===== config.mk =====
export PLATFORM = sky130hd
export DESIGN_NAME = lru_page_translation_cache_flat
export DESIGN_NICKNAME = d
export VERILOG_FILES = /design/src/hdl/lptc_pkg.sv /design/src/hdl/lptc_if.sv /design/src/hdl/lptc_ctrl.sv /design/src/hdl/lptc_datapath.sv /design/src/hdl/lru_page_translation_cache.sv /design/src/flat_wrapper.sv
export SDC_FILE = /design/constraint.sdc
export NUM_CORES = 2
export LEC_CHECK = 0
export BUFFER_PORTS_ARGS = -buffer_cell sky130_fd_sc_hd__buf_2
export CAP_MARGIN = 5
export CELL_PAD_IN_SITES_DETAIL_PLACEMENT = 1
export CELL_PAD_IN_SITES_GLOBAL_PLACEMENT = 1
export CORE_MARGIN = 2
export CORE_UTILIZATION = 52
export CTS_CLUSTER_DIAMETER = 50
export DETAILED_ROUTE_END_ITERATION = 8
export PLACE_DENSITY = 0.9
export SETUP_SLACK_MARGIN = 0.4
export SLEW_MARGIN = 20
export SYNTH_ARGS = -nofsm -noshare
export SYNTH_HDL_FRONTEND = slang
export SYNTH_HIERARCHICAL = 1
export SYNTH_SLANG_ARGS = --single-unit

===== constraint.sdc =====
create_clock -name clock -period 14.65 [get_ports clock]
set_clock_uncertainty 0.05 [all_clocks]
set_input_delay 1.465 -clock clock [delete_from_list [all_inputs] [get_ports clock]]
set_output_delay 1.465 -clock clock [all_outputs]
set_load 0.1 [all_outputs]

===== src/hdl/lptc_pkg.sv =====
// Shared constants and types for the page translation cache.
`default_nettype none

package lptc_pkg;

   localparam int ENTRIES = 16;
   localparam int IDX_W = (ENTRIES > 1) ? $clog2(ENTRIES) : 1;
   localparam int CNT_W = $clog2(ENTRIES + 1);
   localparam int GRP = 4;
   localparam int NGRP = (ENTRIES + GRP - 1) / GRP;

   localparam int ADDR_W = 3;
   localparam int DATA_W = 32;
   localparam int SHIFT_W = 5;
   localparam int VA_W = 32;
   localparam int PID_W = 22;

   localparam logic [SHIFT_W-1:0] PAGE_SHIFT_RESET = 5'd12;
   localparam logic [ADDR_W-3:0] REG_PAGE_SHIFT = '0;

   localparam logic MODE_LOOKUP = 1'b0;
   localparam logic MODE_UPDATE = 1'b1;

   typedef struct packed {
      logic load;
      logic search;
      logic commit;
   } lptc_cmd_type;

endpackage

`default_nettype wire


===== src/hdl/lptc_if.sv =====
// Request and response channel interfaces of the page translation cache.
`default_nettype none

interface lptc_req_if;
   logic        valid;
   logic        ready;
   logic        mode;
   logic [31:0] virt_addr;
   logic [21:0] proc_id;
   logic [31:0] mach_addr;

   modport source(output valid, mode, virt_addr, proc_id, mach_addr, input ready);
   modport sink(input valid, mode, virt_addr, proc_id, mach_addr, output ready);
endinterface

interface lptc_rsp_if;
   logic        valid;
   logic        ready;
   logic        hit;
   logic [31:0] phys_addr;
   logic        replaced;
   logic        evicted;

   modport source(output valid, hit, phys_addr, replaced, evicted, input ready);
   modport sink(input valid, hit, phys_addr, replaced, evicted, output ready);
endinterface

`default_nettype wire


===== src/hdl/lptc_ctrl.sv =====
// Controller state machine that sequences accept, search and commit of each word.
`default_nettype none

module lptc_ctrl import lptc_pkg::*; (
   input  logic         clock,
   input  logic         reset,
   input  logic         req_valid,
   output logic         req_ready,
   output logic         rsp_valid,
   input  logic         rsp_ready,
   output lptc_cmd_type cmd
);

   localparam logic [1:0] S_IDLE   = 2'd0;
   localparam logic [1:0] S_SEARCH = 2'd1;
   localparam logic [1:0] S_COMMIT = 2'd2;

   logic [1:0] state_ff, state_in;
   logic       rsp_valid_ff, rsp_valid_in;
   logic       out_free;
   logic       accept;
   logic       commit;

   assign out_free  = !rsp_valid_ff || rsp_ready;
   assign req_ready = (state_ff == S_IDLE) || ((state_ff == S_COMMIT) && out_free);
   assign accept    = req_valid && req_ready;
   assign commit    = (state_ff == S_COMMIT) && out_free;
   assign rsp_valid = rsp_valid_ff;

   assign cmd.load   = accept;
   assign cmd.search = (state_ff == S_SEARCH);
   assign cmd.commit = commit;

   always_comb begin
      state_in = state_ff;
      unique case (state_ff)
         S_IDLE: begin
            if (accept) state_in = S_SEARCH;
         end
         S_SEARCH: begin
            state_in = S_COMMIT;
         end
         S_COMMIT: begin
            if (out_free) state_in = accept ? S_SEARCH : S_IDLE;
         end
         default: begin
            state_in = S_IDLE;
         end
      endcase
   end

   always_comb begin
      if (commit) rsp_valid_in = 1'b1;
      else if (rsp_ready) rsp_valid_in = 1'b0;
      else rsp_valid_in = rsp_valid_ff;
   end

   always_ff @(posedge clock) begin
      if (reset) begin
         state_ff     <= S_IDLE;
         rsp_valid_ff <= 1'b0;
      end else begin
         state_ff     <= state_in;
         rsp_valid_ff <= rsp_valid_in;
      end
   end

endmodule

`default_nettype wire


===== src/hdl/lptc_datapath.sv =====
// Entry storage, parallel tag compare, stamp minimum tree and result register.
`default_nettype none

module lptc_datapath import lptc_pkg::*; (
   input  logic               clock,
   input  logic               reset,
   input  lptc_cmd_type       cmd,
   input  logic [SHIFT_W-1:0] page_shift,
   input  logic               req_mode,
   input  logic [VA_W-1:0]    req_virt_addr,
   input  logic [PID_W-1:0]   req_proc_id,
   input  logic [VA_W-1:0]    req_mach_addr,
   output logic               rsp_hit,
   output logic [VA_W-1:0]    rsp_phys_addr,
   output logic               rsp_replaced,
   output logic               rsp_evicted
);

   logic               mode_ff;
   logic [VA_W-1:0]    vaddr_ff;
   logic [PID_W-1:0]   pid_ff;
   logic [VA_W-1:0]    maddr_ff;

   logic [VA_W-1:0]    vpage_ff [ENTRIES];
   logic [VA_W-1:0]    vpage_in [ENTRIES];
   logic [VA_W-1:0]    mpage_ff [ENTRIES];
   logic [VA_W-1:0]    mpage_in [ENTRIES];
   logic [PID_W-1:0]   owner_ff [ENTRIES];
   logic [PID_W-1:0]   owner_in [ENTRIES];
   logic [31:0]        stamp_ff [ENTRIES];
   logic [31:0]        stamp_in [ENTRIES];
   logic [CNT_W-1:0]   fill_ff, fill_in;
   logic [31:0]        clock_ff, clock_in;

   logic               match_ff, match_in;
   logic [IDX_W-1:0]   match_idx_ff, match_idx_in;
   logic [VA_W-1:0]    found_phys_ff, found_phys_in;
   logic [31:0]        grp_stamp_ff [NGRP];
   logic [31:0]        grp_stamp_in [NGRP];
   logic [IDX_W-1:0]   grp_idx_ff [NGRP];
   logic [IDX_W-1:0]   grp_idx_in [NGRP];

   logic               hit_ff, hit_in;
   logic [VA_W-1:0]    phys_ff, phys_in;
   logic               repl_ff, repl_in;
   logic               evict_ff, evict_in;

   logic [VA_W-1:0]    omask;
   logic [VA_W-1:0]    vpage;
   logic [VA_W-1:0]    mpage_new;
   logic [ENTRIES-1:0] cand;
   logic [31:0]        victim_stamp;
   logic [IDX_W-1:0]   victim;
   logic               full;

   assign omask     = (32'd1 << page_shift) - 32'd1;
   assign vpage     = vaddr_ff & ~omask;
   assign mpage_new = maddr_ff & ~omask;
   assign full      = (fill_ff == CNT_W'(ENTRIES));

   always_comb begin
      for (int k = 0; k < ENTRIES; k++) begin
         if (mode_ff == MODE_UPDATE) begin
            cand[k] = (CNT_W'(k) < fill_ff) && (vpage_ff[k] == vpage) && (vaddr_ff != '0);
         end else begin
            cand[k] = (CNT_W'(k) < fill_ff) && (vpage_ff[k] == vpage) &&
                      (owner_ff[k] == pid_ff) && (mpage_ff[k] != '0);
         end
      end
   end

   // The lowest matching slot is the oldest inserted entry.
   always_comb begin
      match_in      = 1'b0;
      match_idx_in  = '0;
      found_phys_in = '0;
      for (int k = ENTRIES - 1; k >= 0; k--) begin
         if (cand[k]) begin
            match_in      = 1'b1;
            match_idx_in  = IDX_W'(k);
            found_phys_in = mpage_ff[k] | (vaddr_ff & omask);
         end
      end
   end

   always_comb begin
      for (int g = 0; g < NGRP; g++) begin
         grp_stamp_in[g] = stamp_ff[g * GRP];
         grp_idx_in[g]   = IDX_W'(g * GRP);
         for (int j = 1; j < GRP; j++) begin
            if (g * GRP + j < ENTRIES) begin
               if (stamp_ff[g * GRP + j] < grp_stamp_in[g]) begin
                  grp_stamp_in[g] = stamp_ff[g * GRP + j];
                  grp_idx_in[g]   = IDX_W'(g * GRP + j);
               end
            end
         end
      end
   end

   // Strict compare keeps the older entry when stamps are equal.
   always_comb begin
      victim_stamp = grp_stamp_ff[0];
      victim       = grp_idx_ff[0];
      for (int g = 1; g < NGRP; g++) begin
         if (grp_stamp_ff[g] < victim_stamp) begin
            victim_stamp = grp_stamp_ff[g];
            victim       = grp_idx_ff[g];
         end
      end
   end

   always_comb begin
      vpage_in = vpage_ff;
      mpage_in = mpage_ff;
      owner_in = owner_ff;
      stamp_in = stamp_ff;
      fill_in  = fill_ff;
      clock_in = clock_ff;
      hit_in   = hit_ff;
      phys_in  = phys_ff;
      repl_in  = repl_ff;
      evict_in = evict_ff;
      if (cmd.commit) begin
         clock_in = clock_ff + 32'd1;
         hit_in   = 1'b0;
         phys_in  = '0;
         repl_in  = 1'b0;
         evict_in = 1'b0;
         if (mode_ff == MODE_LOOKUP) begin
            hit_in = match_ff;
            if (match_ff) phys_in = found_phys_ff;
            for (int k = 0; k < ENTRIES; k++) begin
               if (match_ff && (IDX_W'(k) == match_idx_ff)) stamp_in[k] = clock_ff;
            end
         end else if (match_ff) begin
            repl_in = 1'b1;
            for (int k = 0; k < ENTRIES; k++) begin
               if (IDX_W'(k) == match_idx_ff) begin
                  stamp_in[k] = clock_ff;
                  owner_in[k] = pid_ff;
                  mpage_in[k] = mpage_new;
               end
            end
         end else if (full) begin
            evict_in = 1'b1;
            for (int k = 0; k < ENTRIES - 1; k++) begin
               if (IDX_W'(k) >= victim) begin
                  vpage_in[k] = vpage_ff[k + 1];
                  mpage_in[k] = mpage_ff[k + 1];
                  owner_in[k] = owner_ff[k + 1];
                  stamp_in[k] = stamp_ff[k + 1];
               end
            end
            vpage_in[ENTRIES - 1] = vpage;
            mpage_in[ENTRIES - 1] = mpage_new;
            owner_in[ENTRIES - 1] = pid_ff;
            stamp_in[ENTRIES - 1] = clock_ff;
         end else begin
            for (int k = 0; k < ENTRIES; k++) begin
               if (CNT_W'(k) == fill_ff) begin
                  vpage_in[k] = vpage;
                  mpage_in[k] = mpage_new;
                  owner_in[k] = pid_ff;
                  stamp_in[k] = clock_ff;
               end
            end
            fill_in = fill_ff + CNT_W'(1);
         end
      end
   end

   always_ff @(posedge clock) begin
      if (cmd.load) begin
         mode_ff  <= req_mode;
         vaddr_ff <= req_virt_addr;
         pid_ff   <= req_proc_id;
         maddr_ff <= req_mach_addr;
      end
      if (cmd.search) begin
         match_ff      <= match_in;
         match_idx_ff  <= match_idx_in;
         found_phys_ff <= found_phys_in;
         grp_stamp_ff  <= grp_stamp_in;
         grp_idx_ff    <= grp_idx_in;
      end
      vpage_ff <= vpage_in;
      mpage_ff <= mpage_in;
      owner_ff <= owner_in;
      stamp_ff <= stamp_in;
      hit_ff   <= hit_in;
      phys_ff  <= phys_in;
      repl_ff  <= repl_in;
      evict_ff <= evict_in;
   end

   always_ff @(posedge clock) begin
      if (reset) begin
         fill_ff  <= '0;
         clock_ff <= '0;
      end else begin
         fill_ff  <= fill_in;
         clock_ff <= clock_in;
      end
   end

   assign rsp_hit       = hit_ff;
   assign rsp_phys_addr = phys_ff;
   assign rsp_replaced  = repl_ff;
   assign rsp_evicted   = evict_ff;

endmodule

`default_nettype wire


===== src/hdl/lru_page_translation_cache.sv =====
// Top level of the fully associative LRU page translation cache.
//
//   Port group   Direction   Content
//   req_bus      in          mode, virt_addr, proc_id, mach_addr
//   rsp_bus      out         hit, phys_addr, replaced, evicted
//   psel..pready csr         page_shift at byte address 0
//
// Each word passes a search step (parallel tag compare and the first level of the
// stamp minimum tree) and a commit step (final minimum and entry write); the next
// word can be accepted in its commit step. The result is registered at commit.
// Reset is synchronous and empties the cache; no clearing pass is needed.
// A stalled response holds the commit, and with it new words, until it is taken.
`default_nettype none

module lru_page_translation_cache import lptc_pkg::*; (
   input  logic              clock,
   input  logic              reset,
   lptc_req_if.sink          req_bus,
   lptc_rsp_if.source        rsp_bus,
   input  logic              psel,
   input  logic              penable,
   input  logic              pwrite,
   input  logic [ADDR_W-1:0] paddr,
   input  logic [DATA_W-1:0] pwdata,
   output logic [DATA_W-1:0] prdata,
   output logic              pready
);

   lptc_cmd_type       cmd;
   logic [SHIFT_W-1:0] page_shift_ff, page_shift_in;
   logic               csr_write;
   logic               csr_hit;

   assign pready    = 1'b1;
   assign csr_hit   = (paddr[ADDR_W-1:2] == REG_PAGE_SHIFT);
   assign csr_write = psel && penable && pwrite && pready;
   assign prdata    = csr_hit ? {{(DATA_W - SHIFT_W){1'b0}}, page_shift_ff} : '0;

   always_comb begin
      page_shift_in = page_shift_ff;
      if (csr_write && csr_hit) page_shift_in = pwdata[SHIFT_W-1:0];
   end

   always_ff @(posedge clock) begin
      if (reset) begin
         page_shift_ff <= PAGE_SHIFT_RESET;
      end else begin
         page_shift_ff <= page_shift_in;
      end
   end

   lptc_ctrl u_ctrl (
      .clock     (clock),
      .reset     (reset),
      .req_valid (req_bus.valid),
      .req_ready (req_bus.ready),
      .rsp_valid (rsp_bus.valid),
      .rsp_ready (rsp_bus.ready),
      .cmd       (cmd)
   );

   lptc_datapath u_datapath (
      .clock         (clock),
      .reset         (reset),
      .cmd           (cmd),
      .page_shift    (page_shift_ff),
      .req_mode      (req_bus.mode),
      .req_virt_addr (req_bus.virt_addr),
      .req_proc_id   (req_bus.proc_id),
      .req_mach_addr (req_bus.mach_addr),
      .rsp_hit       (rsp_bus.hit),
      .rsp_phys_addr (rsp_bus.phys_addr),
      .rsp_replaced  (rsp_bus.replaced),
      .rsp_evicted   (rsp_bus.evicted)
   );

   a_search_blocks_accept : assert property (@(posedge clock) disable iff (reset)
      cmd.search |-> !req_bus.ready)
      else $error("word accepted during search");

   a_accept_then_search : assert property (@(posedge clock) disable iff (reset)
      (req_bus.valid && req_bus.ready) |=> cmd.search)
      else $error("accepted word not searched");

   a_commit_gives_response : assert property (@(posedge clock) disable iff (reset)
      cmd.commit |=> rsp_bus.valid)
      else $error("commit without response");

   a_response_only_after_commit : assert property (@(posedge clock) disable iff (reset)
      $rose(rsp_bus.valid) |-> $past(cmd.commit))
      else $error("response without commit");

endmodule

`default_nettype wire

===== src/flat_wrapper.sv =====
// flat-port wrapper written by rule: the top's interface ports become plain ports
module lru_page_translation_cache_flat import lptc_pkg::*;
  (clock, reset, psel, penable, pwrite, paddr, pwdata, prdata, pready, req_bus_valid, req_bus_mode, req_bus_virt_addr, req_bus_proc_id, req_bus_mach_addr, req_bus_ready, rsp_bus_valid, rsp_bus_hit, rsp_bus_phys_addr, rsp_bus_replaced, rsp_bus_evicted, rsp_bus_ready);
  lptc_req_if req_bus_i ();
  lptc_rsp_if rsp_bus_i ();
  input  logic clock;
  input  logic reset;
  input  logic psel;
  input  logic penable;
  input  logic pwrite;
  input  logic [ADDR_W-1:0] paddr;
  input  logic [DATA_W-1:0] pwdata;
  output logic [DATA_W-1:0] prdata;
  output logic pready;
  input wire logic [$bits(req_bus_i.valid)-1:0] req_bus_valid;
  input wire logic [$bits(req_bus_i.mode)-1:0] req_bus_mode;
  input wire logic [$bits(req_bus_i.virt_addr)-1:0] req_bus_virt_addr;
  input wire logic [$bits(req_bus_i.proc_id)-1:0] req_bus_proc_id;
  input wire logic [$bits(req_bus_i.mach_addr)-1:0] req_bus_mach_addr;
  output wire logic [$bits(req_bus_i.ready)-1:0] req_bus_ready;
  output wire logic [$bits(rsp_bus_i.valid)-1:0] rsp_bus_valid;
  output wire logic [$bits(rsp_bus_i.hit)-1:0] rsp_bus_hit;
  output wire logic [$bits(rsp_bus_i.phys_addr)-1:0] rsp_bus_phys_addr;
  output wire logic [$bits(rsp_bus_i.replaced)-1:0] rsp_bus_replaced;
  output wire logic [$bits(rsp_bus_i.evicted)-1:0] rsp_bus_evicted;
  input wire logic [$bits(rsp_bus_i.ready)-1:0] rsp_bus_ready;
  assign req_bus_i.valid = req_bus_valid;
  assign req_bus_i.mode = req_bus_mode;
  assign req_bus_i.virt_addr = req_bus_virt_addr;
  assign req_bus_i.proc_id = req_bus_proc_id;
  assign req_bus_i.mach_addr = req_bus_mach_addr;
  assign req_bus_ready = req_bus_i.ready;
  assign rsp_bus_valid = rsp_bus_i.valid;
  assign rsp_bus_hit = rsp_bus_i.hit;
  assign rsp_bus_phys_addr = rsp_bus_i.phys_addr;
  assign rsp_bus_replaced = rsp_bus_i.replaced;
  assign rsp_bus_evicted = rsp_bus_i.evicted;
  assign rsp_bus_i.ready = rsp_bus_ready;
  lru_page_translation_cache u_core (.clock(clock), .reset(reset), .req_bus(req_bus_i), .rsp_bus(rsp_bus_i), .psel(psel), .penable(penable), .pwrite(pwrite), .paddr(paddr), .pwdata(pwdata), .prdata(prdata), .pready(pready));
endmodule

==> results.cfg <==
[status]
outcome = completed

[final_layout]
nets = 11100
fill_cells = 23000
final_cells = 13700
drive_gt1_frac = 0.0914
synthToLayoutAreaGrowth_pct = 10.9

[yosys]
synth_edf_count = 2183
synthMuxAreaShare = 0.0305
synth_fa_ha_area_frac = 0.0488
synth_cell_types = 121
synth-seq-cells = 2228
synth_most_common_cell = edfxtp_1
synthArstFlopShare = 0
synth_top_family_by_area = compound AO/OA/AOI/OAI gates
synthCells = 10500
synth_area_um2 = 120000
synth_top_area_frac = 0.544
ys_warn_count = 6
yosys.area_share.simple = 0.105
synthFlopType = edfxtp_1
synth_xor_xnor_area_share = 0.0575
synth_compound_area_frac = 0.168
ys_top_cells_by_area = edfxtp_1 (54%), a21o_1 (10%), ha_1 (4.9%)
yosysSeqAreaShare = 0.552
synth_top_area_cell = edfxtp_1
synth_common_cells = edfxtp_1 (2183), a21o_1 (1603), nand2_1 (920)
syn_area_per_cell_um2 = 11.5

[global_routing]
grt_pass1_wl_um = 668000
grt_overflow = 0
use_met1 = 0.441
grt_most_used_layer = met2
grt_max_degree = 228
grtUsageTotal = 0.382
first_global_vias = 98100
gr-usage-met2 = 0.622
antenna_found_initial = 29
met3_usage = 0.0853

[cts]
root_buffer = clkbuf_16
cts_max_path_buffers = 4
clk_pin_slew_ns = 0.06
cts_tree = yes
clkLatencyLatePin_ns = 0.98
post_cts_resized = 0
cts_buffers = 288
holdBufCountCts = 0
htree_levels = 5
cts_num_sinks = 2228
post-cts-setup-buffer-count = 0

[detailed_routing]
via_per_inst = 6.90
drt-total-wl_um = 461000
drc = 0
antenna_left = 0
firstDrtPassIters = 8
num_vias = 94400
wl_per_cell_um = 33.7
drt-initial-drc-count = 13000

[timing]
worst_pin_slew_ns = 1.32
setup_violations = 0
period_minus_slack_ns = 11.62
tns_ns = 0
max_slew_margin = 0.120
rsz0062_at_grt = no
max_freq_mhz = 86.0
hold_viol = 0
fin_crit_sh = 0.793
worst_slack_ns = 3.03
report.final.slew_viol_count = 0

[placed_design]
post-place-cells = 13200
hpwl_um = 317000
gp_congestion = 0.999
pre_cts_ws_ns = 3.58
io_buffers = 141

[worst_setup_path]
crit_slowest_cell = nor4_1
reg2reg_to = u_core/u_datapath/stamp_ff[474]
cpPeakStageDelay_ns = 0.78
r2r_cells = 31
worstPathRequired_ns = 15.17
cp-end-kind = flop
crit_arrival_ns = 12.14
critical_path_class = reg -> reg
rr_startpoint = u_core/u_datapath/grp_stamp_ff[90]
startpoint_type = flop
crit_fanout = 70
regToRegSetupSlack_ns = 3.03
crit_top_cell = buf_4

[pwr]
ir_worst_vdd_uv = 110
p_per_area_nw_per_um2 = 111
finalPower_mw = 14.9
leakagePower_nw = 58.7

[floorplanning]
die_w_um = 485
dieArea_um2 = 235000
ios = 199
fp-row-count = 176
core-area_um2 = 230000
start_util = 0.523
fp.dieH_um = 485

[min_path]
min_from = u_core/u_datapath/clock_ff[20]
hold_depth = 0
min_to = u_core/u_datapath/stamp_ff[20]
hold_path_class = reg -> reg

[run]
maxCapViolations = 0
==> state kept, by name, summed over array words and instances, names as in the netlist, 22 cells and up <==
name	cells
u_core/u_datapath/grp_stamp_ff	128
u_core/u_datapath/vaddr_ff	32
u_core/u_datapath/stamp_ff	512
u_core/u_datapath/mpage_ff	512
u_core/u_datapath/pid_ff	22
u_core/u_datapath/owner_ff	352
u_core/u_datapath/clock_ff	32
u_core/u_datapath/vpage_ff	512
u_core/u_datapath/maddr_ff	32
u_core/u_datapath/rsp_phys_addr	32
u_core/u_datapath/found_phys_ff	32
==> worst max-delay path by stage <==
stage,startpoint,end,slack [ns],depth (start not counted)
after floorplan,u_core/u_datapath/grp_stamp_ff[93],u_core/u_datapath/stamp_ff[448],1.12,33
after detailed placement,u_core/u_datapath/grp_stamp_ff[89],u_core/u_datapath/stamp_ff[474],3.58,31
after CTS,u_core/u_datapath/grp_stamp_ff[90],u_core/u_datapath/stamp_ff[479],3.33,32
after global routing,u_core/u_datapath/grp_stamp_ff[122],u_core/u_datapath/stamp_ff[479],2.44,32
final,u_core/u_datapath/grp_stamp_ff[90],u_core/u_datapath/stamp_ff[474],3.03,31
after global placement,u_core/u_datapath/grp_stamp_ff[93],u_core/u_datapath/stamp_ff[473],3.73,31
==> cells in the final DEF (no fill, tap or decap), drive strengths merged, types with 18 or more instances in the layout <==
cell / Yosys / routed
a2111oi: 35 / 35
a211oi: 42 / 42
a21o: 1603 / 1603
a21oi: 354 / 354
a221oi: 22 / 22
a22oi: 23 / 23
a31oi: 31 / 31
and2: 120 / 120
and3: 45 / 45
buf: 168 / 394
bufinv: 0 / 22
clkbuf: 565 / 339
clkinv: 5 / 99
conb: 2 / 28
dfxtp: 45 / 45
edfxtp: 2183 / 2183
ha: 470 / 470
inv: 397 / 417
mux2i: 350 / 350
nand2: 930 / 930
nand2b: 74 / 74
nand3: 119 / 119
nand4: 208 / 208
nor2: 468 / 468
nor2b: 99 / 99
nor3: 125 / 125
nor4: 260 / 260
o2111ai: 48 / 48
o211ai: 30 / 30
o21a: 32 / 32
o21ai: 443 / 443
o21bai: 18 / 18
o221ai: 34 / 34
o22ai: 52 / 52
or2: 18 / 18
or3: 43 / 43
xnor2: 408 / 408
xor2: 382 / 382
==> area by class of cell <==
cell class              count  area (µm²)  share of cell area
inverters                 402        1520              0.0114
diodes                      9        22.5            0.000169
multi-input cells        7138       50100               0.375
well taps                3026        3790              0.0283
clock buffers             339        7510              0.0562
repair buffers            394        2790              0.0209
flip-flops and latches   2228       66500               0.497
clock inverters           148        1410              0.0105
==> power by group <==
part	internal [mW]	leakage, nW	total, mW	switching [mW]
Sequential	7.03	20.0	7.09	0.0646
Clock	4.05	4.33	6.92	2.87
Combinational	0.271	34.3	0.877	0.606
==> worst max-delay path: cells and delay by family, from the launching register on <==
kind                       cells  cell delay, ns
DFF                            1            0.41
and+or+nand+nor               14            4.65
buffers and inverters          4            2.19
AOI/OAI and AO/OA              9            2.48
muxes                          1            0.26
adders and majority gates      3            1.03
==> cell families after synthesis <==
family,count (synthesis)
AO/OA/AOI/OAI,2903
XOR/XNOR,790
adder cells (fa/ha/maj),470
buffers and inverters,1135
flip-flops,2228
multiplexers,365
other,2
AND/OR/NAND/NOR,2582
==> stage by stage <==
stage / cell area [µm²] / utilization / hold WS, ns
CTS: 133000 / 0.579 / 0.450
detailed placement: 124000 / 0.541 / 0.435
global route: 134000 / 0.580 / 0.455
floorplan: 121000 / - / 0.374
global placement: 124000 / 0.541 / 0.416
finish: 134000 / 0.581 / 0.443
==> metal layers <==
layer / vias to the layer above / wire length [µm]
li1: 38700 / -
met1: 47600 / 157000
met2: 6320 / 217000
met3: 1829 / 45900
met4: 28 / 41500
met5: - / 178
Note: power is estimated with default switching activity, not from simulation.
